## config.mk

```make
export PLATFORM = sky130hd
export DESIGN_NAME = lbs_mac
export DESIGN_NICKNAME = d
export VERILOG_FILES = /design/src/hdl/lbs_mac.sv
export SDC_FILE = /design/constraint.sdc
export NUM_CORES = 2
export LEC_CHECK = 0
export BUFFER_PORTS_ARGS = -buffer_cell sky130_fd_sc_hd__buf_2
export CAP_MARGIN = 15
export CORE_MARGIN = 2
export CORE_UTILIZATION = 42
export CTS_BUF_LIST = sky130_fd_sc_hd__clkbuf_2
export DETAILED_ROUTE_END_ITERATION = 10
export SLEW_MARGIN = 20
export SYNTH_ARGS = -nofsm -noshare
export SYNTH_HDL_FRONTEND = slang
export SYNTH_SLANG_ARGS = --single-unit
```

## constraint.sdc

```tcl
create_clock -name aclk -period 7.4 [get_ports aclk]
set_input_delay 0.37 -clock aclk [delete_from_list [all_inputs] [get_ports aclk]]
set_output_delay 0.37 -clock aclk [all_outputs]
set_load 0.1 [all_outputs]
```

## src/hdl/lbs_mac.sv

```systemverilog
// ----------------------------------------------------------------------------
// lbs_mac
// one palette element times one vector component, floored to q32.16
// ----------------------------------------------------------------------------
module lbs_mac (
    input  logic               aclk,
    input  logic signed [31:0] m_elem,
    input  logic signed [31:0] v_comp,
    output logic signed [47:0] prod_q16_reg
);
    logic signed [63:0] prod;

    assign prod = m_elem * v_comp;

    always_ff @(posedge aclk) begin
        prod_q16_reg <= prod[63:16];
    end
endmodule

```

Word level (Yosys, flattened, before mapping)
Cells that the tools add are included.
{"block": "classes", "mul": 1}
{"cell": "32-bit by 32-bit multiplier with 64-bit output", "count": 1}
{"block": "word_totals", "ff_bits": 48, "inputBits": 65}

Longest topological paths before layout
{"block": "depth", "word_depth": 1, "mapped_depth": 27, "mapped_depth_nobuf": 26}

Worst setup path before layout
OpenSTA, ideal clock, no wires.
{"block": "synth_path", "path_type": "input -> register", "from": "input port m_elem[31]", "to": "register prod_q16_reg[47]", "setup_ns": 0.121, "t_arrival_ns": 7.472, "path_slack_ns": -0.193, "cell_stages": 27, "path_buffers": 1, "path_cell_list": "clkbuf_1 > nand2_1 > inv_1 > fa_1 > inv_1 > fa_1 > inv_1 > fa_1 > fa_1 > inv_1 > fa_1 > inv_1 > fa_1 > inv_1 > fa_1 > inv_1 > fa_1 > ha_1 > a21oi_1 > o211a_1 > o31ai_1 > a221oi_1 > a21oi_1 > o21ai_0 > o21ai_1 > o41a_1 > xnor2_1"}
{"block": "synth_between", "elab_chain_cells": 1}
{"element": "start: declaration", "line_no": "7", "rtl": "input logic signed [31:0] m_elem,"}
{"element": "32-bit by 32-bit multiplier with 64-bit output", "line_no": "13", "rtl": "assign prod = m_elem * v_comp;"}
{"element": "net prod[63]", "line_no": "11", "rtl": "logic signed [63:0] prod;"}
{"element": "end signal: assignment", "line_no": "16", "rtl": "prod_q16_reg <= prod[63:16];"}
{"element": "end: declaration", "line_no": "9", "rtl": "output logic signed [47:0] prod_q16_reg"}
The timed path passes the listed nets, and every way through them passes these cells.

Final worst setup path
{"block": "layout_path", "from": "input port v_comp[9]", "to": "register prod_q16_reg[46]"}
{"block": "layout_between", "elab_chain_cells": 1}
{"element": "start: declaration", "line_no": "8", "rtl": "input logic signed [31:0] v_comp,"}
{"element": "32-bit by 32-bit multiplier with 64-bit output", "line_no": "13"}
{"element": "net prod[62]", "line_no": "11"}
The timed path passes the listed nets, and every way through them passes these cells.

==> flow_summary.toml <==
[worst_setup_path]
worstSetupEndpointType = "register"
required_time_reported_for_the_critical_path_endpoint_ns = 8.07
criticalPathCategory = "in2reg"
slowest_stage = "sky130_fd_sc_hd__fa_1"
critical-path-top-cell-by-count = "sky130_fd_sc_hd__fa_1"
critPathMaxStageDelay_ns = 0.60
cp-start-kind = "input port"
worst-endpoint-arrival_ns = 7.76
critical_path.max_fanout = 16

[layout]
area_delta_synth_final_pct = 14.0
largest_register_ffs = 48
final_layout_size_suffix_gt1_frac = 0.133
final_area_sq_um = 41600
layout_common_cells = "sky130_fd_sc_hd__fa_1 (1,080), sky130_fd_sc_hd__inv_1 (949), sky130_fd_sc_hd__nand2_1 (513), sky130_fd_sc_hd__and2_1 (512), sky130_fd_sc_hd__buf_4 (378)"
finalNetCount = 5484
layout.cells.most_common = "sky130_fd_sc_hd__fa_1"

[die]
design.core.area_sq_um = 86500
io_pins = 113
die_area_sq_um = 89300
placementRows = 108
die_x_um = 299
effective_utilization_at_floorplan = 0.422
floorplan.die.height_um = 299

[drt]
number_of_optimization_iterations_in_the_first_detailed_route_pass = 5
dr_total_vias = 25737
wl_per_cell_um = 18.3
dr.first_iter.drc_count = 1302
drtAntennaViolNets = 0
detail_route.vias_per_cell = 4.84
routed_wirelength_um = 97500
remaining_drc_errors = 0

[place]
place_hpwl_um = 87500
gp_congestion = 0.895
dpl-instance-area_sq_um = 41500
port_buffers = 112

[sta]
finalCritPeriodShare = 0.958
maxSlewHeadroom = 0.504
worst_pin_slew_ns = 0.744
clock_period_minus_final_worst_setup_slack_ns = 7.09
drv_slew = 0
rsz0062_at_grt = "no"
timing_hold_violations_final = 0
setup-violations-final = 0
maxClockFrequency_mhz = 141

[logic_synthesis]
synth.ff_latch_count = 48
seq_area_frac_synth = 0.0263
synth_edf_count = 0
post_synth.cell_area_avg_sq_um = 9.56
mapped_cell_area_sq_um = 36500
primary_ff_master_synth = "sky130_fd_sc_hd__dfxtp_1"
synth.distinct_cells = 54
postSynth.asyncResetShare = 0
syn_nets = 5146
syn-instance-count = 3820
ys.warnings.count = 0

[clock_tree]
cts_tree = "done"
ctsLongestPathBuffers = 2
clock-sinks = 48
htree_num_levels = 2
postCtsHoldBufs = 0
tritoncts.num_buffers = 5
clk_transition_reported_paths_ns = 0.74
number_of_gates_resized_after_cts = 0
cts_setup_buffers = 0
cts_root_buf = "sky130_fd_sc_hd__clkbuf_2"

[grt]
gr-total-overflow = 0
track_usage = 0.233
grt_start_max_net_pins = 30
antenna_found_initial = 7
grt_first_pass_wirelength_um = 160000
first_global_vias = 28654

[flow_run]
max-cap-violations = 0

[status]
outcome = "complete, no violations"

[hold_path]
min-delay-path-class = "in2reg"
-- metal layers --
metal	track usage	vias up	part of all wire	routed length, um
li1	-	11486	-	-
met3	0.0273	116	0.044	4260
met2	0.403	591	0.51	49500
met1	0.308	13542	0.42	40900
met5	0	-	0.000072	7
met4	0.0651	2	0.030	2930
-- synthesized netlist by cell type, drive strengths merged (3+ instances only) --
cell type	n	area share
nand4b	3	0.00072
nand2	513	0.053
clkbuf	201	0.021
a221oi	3	0.00072
o211a	3	0.00082
and3	7	0.0012
a21o	21	0.0043
nor2	46	0.0047
o21ai	30	0.0043
o21bai	8	0.0016
xor2	23	0.0055
ha	180	0.062
buf	4	0.00041
inv	950	0.098
o31ai	5	0.0015
o211ai	3	0.00062
nand4	14	0.0024
a211oi	5	0.0010
xnor2	40	0.0096
and2	513	0.088
nand2b	12	0.0021
o2111ai	3	0.00072
nor2b	4	0.00069
dfxtp	48	0.026
nor3	7	0.00096
fa	1081	0.59
a21oi	48	0.0066
nor4	3	0.00051
nand3	12	0.0016
o21a	6	0.0012
-- cell type report --
type,instances,area (sq um)
fill,8228,44900
multi-input combinational,2617,31200
timing repair buffer,536,4320
inverter,950,3570
tap,1155,1450
sequential,48,961
clock inverter,3,68.8
clock buffer,5,25.0
antenna,5,12.5
-- cell families after synthesis --
logic type | count (synthesis) | share of synthesized area
XOR/XNOR | 63 | 0.0151
AO/OA/AOI/OAI | 153 | 0.0282
adder cells (fa/ha/maj) | 1261 | 0.655
AND/OR/NAND/NOR | 1140 | 0.157
flip-flops | 48 | 0.0263
buffers and inverters | 1155 | 0.119
-- final timing paths --
| path | startpoint | to | cells after the start |
|---|---|---|---|
| setup / recovery | v_comp[9] | prod_q16_reg[46]$_DFF_P_ | 25 |
| hold / removal | v_comp[0] | prod_q16_reg[0]$_DFF_P_ | 10 |
-- worst max-delay path, delay by kind of cell --
kind,cells,cell delay (ns)
AOI/OAI and AO/OA,9,1.70
adders and majority gates,9,4.42
buffers and inverters,6,1.17
and+or+nand+nor,1,0.07
-- through the flow --
| step | TNS (ns) | instances | setup slack (ns) | util | hold WS [ns] |
|---|---|---|---|---|---|
| 5_1_grt | 0 | 5318 | 0.108 | 0.481 | 0.897 |
| 3_3_place_gp | -4.97 | 5306 | -0.371 | 0.480 | 0.920 |
| 3_5_place_dp | -5.48 | 5306 | -0.385 | 0.480 | 0.920 |
| 4_1_cts | 0 | 5314 | 0.429 | 0.481 | 0.767 |
| 6_report | 0 | 5319 | 0.308 | 0.481 | 0.817 |
| 2_1_floorplan | 0 | 3820 | 0.0153 | - | 0.977 |
Power is left out: the tool's default activity adds up to more than one toggle a clock period on the data nets, which glitch-free logic cannot reach.
